`src/rtl/core/cst_pkg.sv`:
```
`timescale 1ns / 1ps

package cst_pkg;

    localparam int ENTRIES     = 8;
    localparam int HANDLE_BITS = 16;
    localparam int COUNT_BITS  = 16;
    localparam int IDX_W       = (ENTRIES > 1) ? $clog2(ENTRIES) : 1;

    typedef enum logic [1:0] {
        OP_CREATE = 2'd0,
        OP_TAKE   = 2'd1,
        OP_GIVE   = 2'd2,
        OP_DELETE = 2'd3
    } op_t;

    typedef enum logic [1:0] {
        STS_OK      = 2'd0,
        STS_UNAVAIL = 2'd1,
        STS_ERROR   = 2'd2
    } status_t;

    typedef enum logic [1:0] {
        S_IDLE,
        S_CREATE,
        S_SCAN,
        S_UPDATE
    } state_t;

    typedef struct packed {
        op_t         mode;
        logic [15:0] handle;
        logic [15:0] init_count;
    } req_t;

    typedef struct packed {
        status_t     status;
        logic [15:0] new_handle;
    } rsp_t;

    typedef struct packed {
        logic [HANDLE_BITS-1:0] handle;
        logic [COUNT_BITS-1:0]  count;
        logic [COUNT_BITS-1:0]  ceiling;
    } entry_t;

endpackage

```
`src/rtl/core/counting_semaphore_table_top.sv`:
```
`timescale 1ns / 1ps

// Counting semaphore table.
// Command channel: drive req and pulse start while busy is low; the beat is
// taken at that edge and busy rises on the next cycle until the op is done.
// Result channel: done is high for exactly one cycle with rsp holding the
// status and, for a successful create, the new handle. The receiver cannot
// stall; the result is gone after that cycle.
// Create picks the lowest free slot from per-slot valid flops and passes
// through S_CREATE, which registers done. Take, give and delete walk the
// slot memory one entry a cycle through its registered read port until the
// handle matches, then act on the slot in S_UPDATE; if no entry matches,
// done comes with an error status once the last entry has been checked.
// A new command may be issued in the same cycle that done is high.
// Reset empties the table at once (all valid flops clear) and sets the next
// handle to 1; no clearing pass is needed.
module counting_semaphore_table_top (
    clk,
    rst_n,
    start,
    busy,
    req,
    done,
    rsp
);
    import cst_pkg::*;

    input  logic          clk;
    input  logic          rst_n;
    input  logic          start;
    output logic          busy;
    input  cst_pkg::req_t req;
    output logic          done;
    output cst_pkg::rsp_t rsp;

    localparam logic [IDX_W-1:0] LAST_IDX = IDX_W'(ENTRIES - 1);

    state_t state_reg, state_next;

    op_t                    op_reg, op_next;
    logic [HANDLE_BITS-1:0] hdl_reg, hdl_next;
    logic [COUNT_BITS-1:0]  init_reg, init_next;
    logic [HANDLE_BITS-1:0] next_handle_reg, next_handle_next;
    logic [ENTRIES-1:0]     valid_reg, valid_next;
    logic [IDX_W-1:0]       rd_addr_reg, rd_addr_next;
    logic [IDX_W-1:0]       chk_addr_reg, chk_addr_next;
    logic                   chk_vld_reg, chk_vld_next;
    logic [IDX_W-1:0]       hit_reg, hit_next;
    entry_t                 entry_reg, entry_next;
    logic                   done_reg, done_next;
    rsp_t                   rsp_reg, rsp_next;

    logic                   ram_we;
    logic [IDX_W-1:0]       ram_waddr;
    entry_t                 ram_wdata;
    entry_t                 ram_rdata;

    logic                   free_found;
    logic [IDX_W-1:0]       free_idx;
    logic                   match;
    logic [HANDLE_BITS-1:0] handle_inc;

    cst_ram #(
        .WIDTH ($bits(entry_t)),
        .DEPTH (ENTRIES)
    ) u_slot_ram (
        .clk   (clk),
        .we    (ram_we),
        .waddr (ram_waddr),
        .wdata (ram_wdata),
        .raddr (rd_addr_reg),
        .rdata (ram_rdata)
    );

    // lowest free slot
    always_comb
    begin
        free_found = 1'b0;
        free_idx   = '0;
        for (int i = ENTRIES - 1; i >= 0; i--)
        begin
            if (!valid_reg[i])
            begin
                free_found = 1'b1;
                free_idx   = IDX_W'(i);
            end
        end
    end

    // read data belongs to chk_addr_reg; a free slot never matches
    assign match = chk_vld_reg && valid_reg[chk_addr_reg] && (ram_rdata.handle == hdl_reg);

    assign handle_inc = next_handle_reg + 1'b1;

    always_comb
    begin
        state_next = state_reg;
        case (state_reg)
            S_IDLE:
            begin
                if (start)
                begin
                    state_next = (req.mode == OP_CREATE) ? S_CREATE : S_SCAN;
                end
            end
            S_CREATE:
            begin
                state_next = S_IDLE;
            end
            S_SCAN:
            begin
                if (match)
                begin
                    state_next = S_UPDATE;
                end
                else if (chk_vld_reg && chk_addr_reg == LAST_IDX)
                begin
                    state_next = S_IDLE;
                end
            end
            S_UPDATE:
            begin
                state_next = S_IDLE;
            end
            default:
            begin
                state_next = S_IDLE;
            end
        endcase
    end

    always_comb
    begin
        op_next          = op_reg;
        hdl_next         = hdl_reg;
        init_next        = init_reg;
        next_handle_next = next_handle_reg;
        valid_next       = valid_reg;
        rd_addr_next     = rd_addr_reg;
        chk_addr_next    = chk_addr_reg;
        chk_vld_next     = chk_vld_reg;
        hit_next         = hit_reg;
        entry_next       = entry_reg;
        done_next        = 1'b0;
        rsp_next         = rsp_reg;
        ram_we           = 1'b0;
        ram_waddr        = hit_reg;
        ram_wdata        = entry_reg;
        case (state_reg)
            S_IDLE:
            begin
                if (start)
                begin
                    op_next      = req.mode;
                    hdl_next     = HANDLE_BITS'(req.handle);
                    init_next    = COUNT_BITS'(req.init_count);
                    rd_addr_next = '0;
                    chk_vld_next = 1'b0;
                end
            end
            S_CREATE:
            begin
                done_next = 1'b1;
                if (free_found)
                begin
                    ram_we                = 1'b1;
                    ram_waddr             = free_idx;
                    ram_wdata.handle      = next_handle_reg;
                    ram_wdata.count       = init_reg;
                    ram_wdata.ceiling     = init_reg;
                    valid_next[free_idx]  = 1'b1;
                    rsp_next.status       = STS_OK;
                    rsp_next.new_handle   = 16'(next_handle_reg);
                    // counter wraps past zero to one
                    next_handle_next      = (handle_inc == '0) ? HANDLE_BITS'(1) : handle_inc;
                end
                else
                begin
                    rsp_next.status     = STS_ERROR;
                    rsp_next.new_handle = '0;
                end
            end
            S_SCAN:
            begin
                chk_addr_next = rd_addr_reg;
                chk_vld_next  = 1'b1;
                rd_addr_next  = rd_addr_reg + 1'b1;
                if (match)
                begin
                    hit_next   = chk_addr_reg;
                    entry_next = ram_rdata;
                end
                else if (chk_vld_reg && chk_addr_reg == LAST_IDX)
                begin
                    done_next           = 1'b1;
                    rsp_next.status     = STS_ERROR;
                    rsp_next.new_handle = '0;
                end
            end
            S_UPDATE:
            begin
                done_next           = 1'b1;
                rsp_next.new_handle = '0;
                case (op_reg)
                    OP_TAKE:
                    begin
                        if (entry_reg.count != '0)
                        begin
                            ram_we          = 1'b1;
                            ram_wdata.count = entry_reg.count - 1'b1;
                            rsp_next.status = STS_OK;
                        end
                        else
                        begin
                            rsp_next.status = STS_UNAVAIL;
                        end
                    end
                    OP_GIVE:
                    begin
                        if (entry_reg.count < entry_reg.ceiling)
                        begin
                            ram_we          = 1'b1;
                            ram_wdata.count = entry_reg.count + 1'b1;
                            rsp_next.status = STS_OK;
                        end
                        else
                        begin
                            rsp_next.status = STS_ERROR;
                        end
                    end
                    OP_DELETE:
                    begin
                        // clearing the valid flop frees the slot
                        valid_next[hit_reg] = 1'b0;
                        rsp_next.status     = STS_OK;
                    end
                    default:
                    begin
                        rsp_next.status = STS_ERROR;
                    end
                endcase
            end
            default:
            begin
                done_next = 1'b0;
            end
        endcase
    end

    always_ff @(posedge clk or negedge rst_n)
    begin
        if (!rst_n)
        begin
            state_reg       <= S_IDLE;
            next_handle_reg <= HANDLE_BITS'(1);
            valid_reg       <= '0;
            chk_vld_reg     <= 1'b0;
            done_reg        <= 1'b0;
        end
        else
        begin
            state_reg       <= state_next;
            next_handle_reg <= next_handle_next;
            valid_reg       <= valid_next;
            chk_vld_reg     <= chk_vld_next;
            done_reg        <= done_next;
        end
    end

    always_ff @(posedge clk)
    begin
        op_reg       <= op_next;
        hdl_reg      <= hdl_next;
        init_reg     <= init_next;
        rd_addr_reg  <= rd_addr_next;
        chk_addr_reg <= chk_addr_next;
        hit_reg      <= hit_next;
        entry_reg    <= entry_next;
        rsp_reg      <= rsp_next;
    end

    assign busy = (state_reg != S_IDLE);
    assign done = done_reg;
    assign rsp  = rsp_reg;

endmodule

```
`src/rtl/core/cst_ram.sv`:
```
`timescale 1ns / 1ps

module cst_ram #(
    parameter int WIDTH = 8,
    parameter int DEPTH = 8
) (
    clk,
    we,
    waddr,
    wdata,
    raddr,
    rdata
);
    localparam int ADDR_W = (DEPTH > 1) ? $clog2(DEPTH) : 1;

    input  logic              clk;
    input  logic              we;
    input  logic [ADDR_W-1:0] waddr;
    input  logic [WIDTH-1:0]  wdata;
    input  logic [ADDR_W-1:0] raddr;
    output logic [WIDTH-1:0]  rdata;

    logic [WIDTH-1:0] mem [DEPTH];

    always_ff @(posedge clk)
    begin
        if (we)
        begin
            mem[waddr] <= wdata;
        end
        rdata <= mem[raddr];
    end

endmodule
```
`config.mk`:
```
export PLATFORM = sky130hd
export DESIGN_NAME = counting_semaphore_table_top
export DESIGN_NICKNAME = d
export VERILOG_FILES = /design/src/rtl/core/cst_pkg.sv /design/src/rtl/core/counting_semaphore_table_top.sv /design/src/rtl/core/cst_ram.sv
export SDC_FILE = /design/constraint.sdc
export NUM_CORES = 1
export LEC_CHECK = 0
export ABC_AREA = 1
export BUFFER_PORTS_ARGS = -buffer_cell sky130_fd_sc_hd__clkbuf_2
export CORE_ASPECT_RATIO = 2
export CORE_UTILIZATION = 55
export CTS_CLUSTER_DIAMETER = 150
export DETAILED_ROUTE_END_ITERATION = 16
export MAX_ROUTING_LAYER = met4
export PLACE_DENSITY = 0.71
export SLEW_MARGIN = 20
export SYNTH_ARGS = -nofsm -noshare
export SYNTH_HDL_FRONTEND = slang
export SYNTH_SLANG_ARGS = --single-unit
```
`constraint.sdc`:
```
create_clock -name clk -period 11.5 [get_ports clk]
set_input_delay 2.3 -clock clk [delete_from_list [all_inputs] [get_ports clk]]
set_output_delay 2.3 -clock clk [all_outputs]
set_load 0.1 [all_outputs]
```
# ---- Yosys cells after proc, flatten, opt, wreduce, memory -nomap -nowiden
# Memories as Yosys holds them, arrays and structs flattened. A register that Yosys moved wholly into a read port is not among the register bits.
# Cells that the tools add are included.
dict set report op_classes {
  bitwise_logic 3
  muxes 61
  n_addsub 4
  reduce_logical 21
  n_eq_ne 14
  order_cmp 6
}
# op n
set ops {}
lappend ops {{16-bit 2-to-1 mux} 5}
lappend ops {{16-bit one-hot mux with 2 select lines} 2}
lappend ops {{18-bit 2-to-1 mux} 3}
lappend ops {{18-bit one-hot mux with 3 select lines} 1}
lappend ops {{48-bit 2-to-1 mux} 1}
lappend ops {{3-bit 2-to-1 mux} 11}
lappend ops {{16-bit by 1-bit adder with 16-bit output (second input constant)} 2}
lappend ops {{1-bit 2-to-1 mux} 20}
lappend ops {{16-bit equality test} 1}
lappend ops {{16-bit zero test} 1}
lappend ops {{16-bit < comparator} 1}
lappend ops {{8-bit 2-to-1 mux} 2}
lappend ops {{8-bit one-hot mux with 2 select lines} 1}
lappend ops {{16-bit nonzero test} 1}
lappend ops {{16-bit by 1-bit subtractor with 16-bit output (second input constant)} 1}
lappend ops {{3-bit by 4-bit < comparator with 1-bit output (second input constant)} 3}
lappend ops {{2-bit one-hot mux with 3 select lines} 2}
lappend ops {{2-bit 2-to-1 mux} 5}
lappend ops {{2-bit AND reduction} 5}
lappend ops {{8-bit bitwise AND} 1}
lappend ops {{2-bit equality test (second input constant)} 4}
lappend ops {{2-bit inequality test (second input constant)} 4}
lappend ops {{8-bit inverter} 1}
lappend ops {{8-bit bitwise OR} 1}
lappend ops {{other kinds (16)} 30}
dict set report word_totals {
  out_inout_bits 20
  inputBits 37
  n_memories 1
  elab_cells 126
  ramBits 384
  regBits 137
}
# memory words width read_ports rd_clocked_by_memory_dff write_ports line
set memory_table {}
lappend memory_table {u_slot_ram.mem 8 48 1 1 1 cst_ram.sv:23} ;# logic [WIDTH-1:0] mem [DEPTH];

# ---- Longest topological paths before layout
dict set report logic_depth {
  depth_word 15
  depth_mapped 17
  depth_no_buf 16
}

# ---- By module
# From an unflattened synthesis, not the netlist that was laid out.
dict set report unflattened {
  cells_unflattened 2653
  area_unflattened_um2 25628.3
}
# mod n_inst cells_per_inst area_each_um2 seq_area_each_um2
set modules_own_cells {}
lappend modules_own_cells {cst_ram 1 1725 17670.7 12492.0}
lappend modules_own_cells {counting_semaphore_table_top 1 928 7957.6 3975.1}

# ---- Least setup slack after synthesis
# OpenSTA, ideal clock, no wires.
dict set report synth_path {
  path_type {input -> register}
  start {input start}
  end {register hdl_reg[0] (enable)}
  setup_slack_ns 7.280
  arrival_time_ns 3.795
  stages 2
  required_ns 11.075
  path_buffers 0
  setup_time_ns 0.425
  cell_sequence {inv_1 > nor2_1}
}
dict set report synth_between {
  elab_chain_cells 1
}
# item line
set synth_lines {}
lappend synth_lines {{start: declaration} counting_semaphore_table_top.sv:30} ;# input logic start;
lappend synth_lines {{2-bit AND reduction (no line)} --}
lappend synth_lines {{end signal: assignment} counting_semaphore_table_top.sv:273} ;# hdl_reg <= hdl_next;
lappend synth_lines {{end: declaration} counting_semaphore_table_top.sv:41} ;# logic [HANDLE_BITS-1:0] hdl_reg, hdl_next;
# No other way between the ends.
# A chain may end at the register's enable or synchronous reset.

# ---- Final worst setup path
dict set report layout_path {
  start {register state_reg[1]}
  end {output busy}
}
dict set report layout_between {
  elab_chain_cells 1
}
# item line
set layout_lines {}
lappend layout_lines {{start: declaration} counting_semaphore_table_top.sv:38} ;# state_t state_reg, state_next;
lappend layout_lines {{start signal: assignment} counting_semaphore_table_top.sv:262} ;# state_reg <= state_next;
lappend layout_lines {{2-bit nonzero test} counting_semaphore_table_top.sv:282} ;# assign busy = (state_reg != S_IDLE);
lappend layout_lines {{end: declaration} counting_semaphore_table_top.sv:31} ;# output logic busy;
# No other way between the ends.

==> Implementation_results.wiki <==
{| class="wikitable"
! Metric !! Value
|-
| Count of final setup violators || 0
|-
| Number of detailed-routing iterations run before antenna repair || 5
|-
| Final net count || between 2000 and 2500
|-
| Share of the synthesized area in the top cell type || 62.53%
|-
| Count of vias placed by the detailed router || 16080
|-
| Achievable frequency || 219.8 MHz
|-
| Global-route congestion overflow total || 0
|-
| Number of different library cells in the post-synthesis netlist || 48
|-
| Net switching power figure || 1786 uW
|-
| Result of the run || finished clean
|-
| Number of fill cells in the layout || around 3400
|-
| CP cell instances || nor2_1 -> inv_1 -> clkbuf_2
|-
| Maximum level of the CTS H-tree || 2
|-
| Wire length of the first global-routing pass || 91800 um
|-
| Clock latency on the worst-skew pair || 0.59 ns
|-
| Number of register bits inferred by synthesis || approximately 570
|-
| Relative contribution of sequential cells to total power || approximately 46%
|-
| Combinational Power Share || a little under a quarter
|-
| Setup TNS after final layout || 0 ns
|-
| CP Launch Type || flip-flop
|-
| CTS tree || done
|-
| Tcrit/Tclk final || 39.57%
|-
| Clock Path Buffers || 3
|-
| Switching power as a share of total power || 32.47%
|-
| Worst-case clock skew || 0.01871 ns
|-
| Starting density of the core || 55.61%
|-
| Number of antenna violations at the first check in global routing || 0
|-
| Sequential-to-total area share from yosys stat || 69.56%
|-
| Highest-count cells in the layout ignoring fill and taps || 493 x sky130_fd_sc_hd__edfxtp_1, 417 x sky130_fd_sc_hd__nor2_1, 257 x sky130_fd_sc_hd__o21ai_0, 244 x sky130_fd_sc_hd__nand2_1, 100 x sky130_fd_sc_hd__inv_1
|-
| Family of cells with the greatest summed delay on the critical path || flip-flops
|-
| Register Area || 16470 sq um
|-
| Cells after Synth || between 2000 and 2500
|-
| Number of buffers created by CTS || 48
|-
| Leading cell type in the layout, fill and taps excluded || sky130_fd_sc_hd__edfxtp_1
|-
| Routed length on met2 || 33370 um
|-
| Final antenna diode count || 0
|-
| Buf/Inv on CP || 2
|-
| Highest fanout seen on the critical path || 17
|-
| Core area || between 40000 and 50000 sq um
|-
| Max capacitance violation total || 0
|-
| Die Area || roughly 44000 sq um
|-
| Category of the worst setup path capture point || output pin
|-
| Multi-input logic area || between 6000 and 7000 sq um
|-
| Met3 Wirelength || 2264 um
|-
| IO Port Bufs || between 50 and 60
|-
| Final-report max-slew violation count || 0
|-
| Die Y-Extent || 295.4 um
|-
| Die width || roughly 150 um
|-
| Number of flip-flops under the largest register name || 384
|-
| Number of instances resized during post-cts repair || 0
|-
| Number of sinks handled by clock tree synthesis || 569
|-
| Slack of the worst reg-to-reg path || 7.28 ns
|-
| Worst Slack Setup Final || 6.950 ns
|-
| RSZ-0062 raised after global routing || false
|-
| Cell-internal power || 3714 uW
|-
| Overall track demand over capacity in global routing || 29.42%
|-
| Root buffer cell || sky130_fd_sc_hd__clkbuf_16
|-
| Slowest cell on the critical path || sky130_fd_sc_hd__dfrtp_1
|-
| Leakage power || 0.009127 uW
|-
| Longest individual stage delay on the worst path || 0.82 ns
|-
| Final ANT Viol Nets || 0
|-
| Required time of the critical path || 9.20 ns
|-
| Via count of the first global-routing pass || between 15000 and 20000
|-
| Highest layer used for signal routing || met4
|-
| Ratio of cells with drive above 1 in the final layout || 9.180%
|-
| Placement-stage worst setup slack || 7.306 ns
|-
| Worst-case hold slack || 0.4035 ns
|-
| Crit path time final || 4.550 ns
|-
| I/O Pins || 57
|-
| Synth-to-Final Area Change || 10.07%
|-
| Worst slew margin || between 20% and 30%
|-
| Clock transition at the registers of the reported paths || around 0.08 ns
|-
| Type of the most critical hold path || flip-flop to flip-flop
|-
| Total nets after synthesis || roughly 2200
|-
| Yosys warnings || 0
|-
| Number of DRC markers after the initial detailed-route iteration || ~1300
|-
| Final Hold Vio Count || 0
|-
| Total power per unit cell area || 211.1 nW/um^2
|-
| Cell types occupying the most area after synthesis || sky130_fd_sc_hd__edfxtp_1 63%, sky130_fd_sc_hd__nor2_1 6.8%, sky130_fd_sc_hd__o21ai_0 5.6%, sky130_fd_sc_hd__dfxtp_1 4.1%, sky130_fd_sc_hd__nand2_1 3.9%
|-
| Clock Power Share || 30.3%
|-
| Detailed placer's ending HPWL || about 39000 um
|-
| Via density per instance || approximately 6.0
|-
| Maximum number of pins on one net before global-route repair || 158
|-
| GP Congestion || between 0.9 and 1
|-
| Largest area contributor in the netlist || sky130_fd_sc_hd__edfxtp_1
|-
| CTS Hold Bufs || 0
|-
| Avg Inst Size Synth || 11.33 sq um
|-
| Type of the worst setup path || flip-flop to output pin
|-
| Drt drc || 0
|-
| Signal arrival time at the worst endpoint || 2.25 ns
|-
| Fin cells || 2691
|-
| Syn Std Cell Area || 23670 sq um
|-
| Overall routed net length || 61550 um
|-
| Detail-routed net length per standard cell || 22.87 um
|-
| Post-CTS repair timing setup buffer count || 0
|-
| Cell Rows || about 110
|-
| Pin slew with the least headroom to its limit || approximately 1.2 ns
|-
| Post-route core utilization || 61.21%
|-
| Placed cells || 2604
|-
| Worst-case vdd ir drop || 0.1622 mV
|-
| Post-Route M1 WL || about 22000 um
|}
worst paths after layout:
check                                startpoint                     to  cells past startpoint
max                                state_reg[1]                   busy                      3
min                        u_slot_ram.rdata[18]          entry_reg[18]                      0
max reg2reg                        state_reg[1]  u_slot_ram.mem[0][33]                     10
min reg2reg                u_slot_ram.rdata[18]          entry_reg[18]                      0
max in group asynchronous                 rst_n           valid_reg[6]                      1
min in group asynchronous                 rst_n     next_handle_reg[4]                      1
through the flow:
stage | cell area, sq um | power, uW
3_5_place_dp | 24420 | 3878
4_1_cts | 26050 | 5528
2_1_floorplan | 23670 | 3467
3_3_place_gp | 24400 | 3836
5_1_grt | 26060 | 5734
6_report | 26060 | 5501
synthesized netlist by cell type (all sizes together):
cell type  count
edfxtp       493
xnor2          8
ha            24
o211ai         5
o31ai          6
o221ai         2
buf           36
a21oi         34
nand4         23
nand2        248
nand3         82
xor2          21
dfxtp         48
dfrtp         27
inv          112
clkbuf        71
nor3          20
o21ai        275
nor4           4
dfstp          1
nand3b         4
o21a           2
o22ai         50
clkinv         4
nor2         431
or2            3
a41oi          2
a31oi         51
a22oi          3
power groups by stage:
stage,Sequential (uW),Clock [uW],Combinational [uW]
after floorplan,2610,0,860
after global placement,2590,0,1250
after detailed placement,2590,0,1290
after CTS,2550,1690,1290
after global routing,2550,1760,1420
final,2550,1670,1290
cells by family (layout without fill, tap and decap cells):
| family | count (synthesis) | in the layout | synth area share, % |
|---|---|---|---|
| DFF | 569 | 569 | 69.56 |
| buffers and inverters | 223 | 279 | 3.858 |
| adders and majority gates | 24 | 24 | 1.268 |
| and+or+nand+nor | 815 | 815 | 14.23 |
| xor gates and xnor gates | 29 | 29 | 1.073 |
| AOI/OAI and AO/OA | 430 | 430 | 10.01 |
per-layer routing:
layer | vias up | track usage [%]
met5 | - | -
met4 | 0 | 19.46
met1 | 7955 | 29.88
met2 | 564 | 53.45
li1 | 7376 | -
met3 | 181 | 2.315
area by class of cell:
| cell class | instances | share of cell area (%) |
|---|---|---|
| multi-input combinational | 1298 | 24.45 |
| tap | 545 | 2.617 |
| timing repair buffer | 76 | 1.777 |
| sequential | 569 | 63.19 |
| inverter | 116 | 1.714 |
| clock inverter | 25 | 1.196 |
| clock buffer | 62 | 5.047 |
No activity file was read; power rests on OpenSTA's default activity.
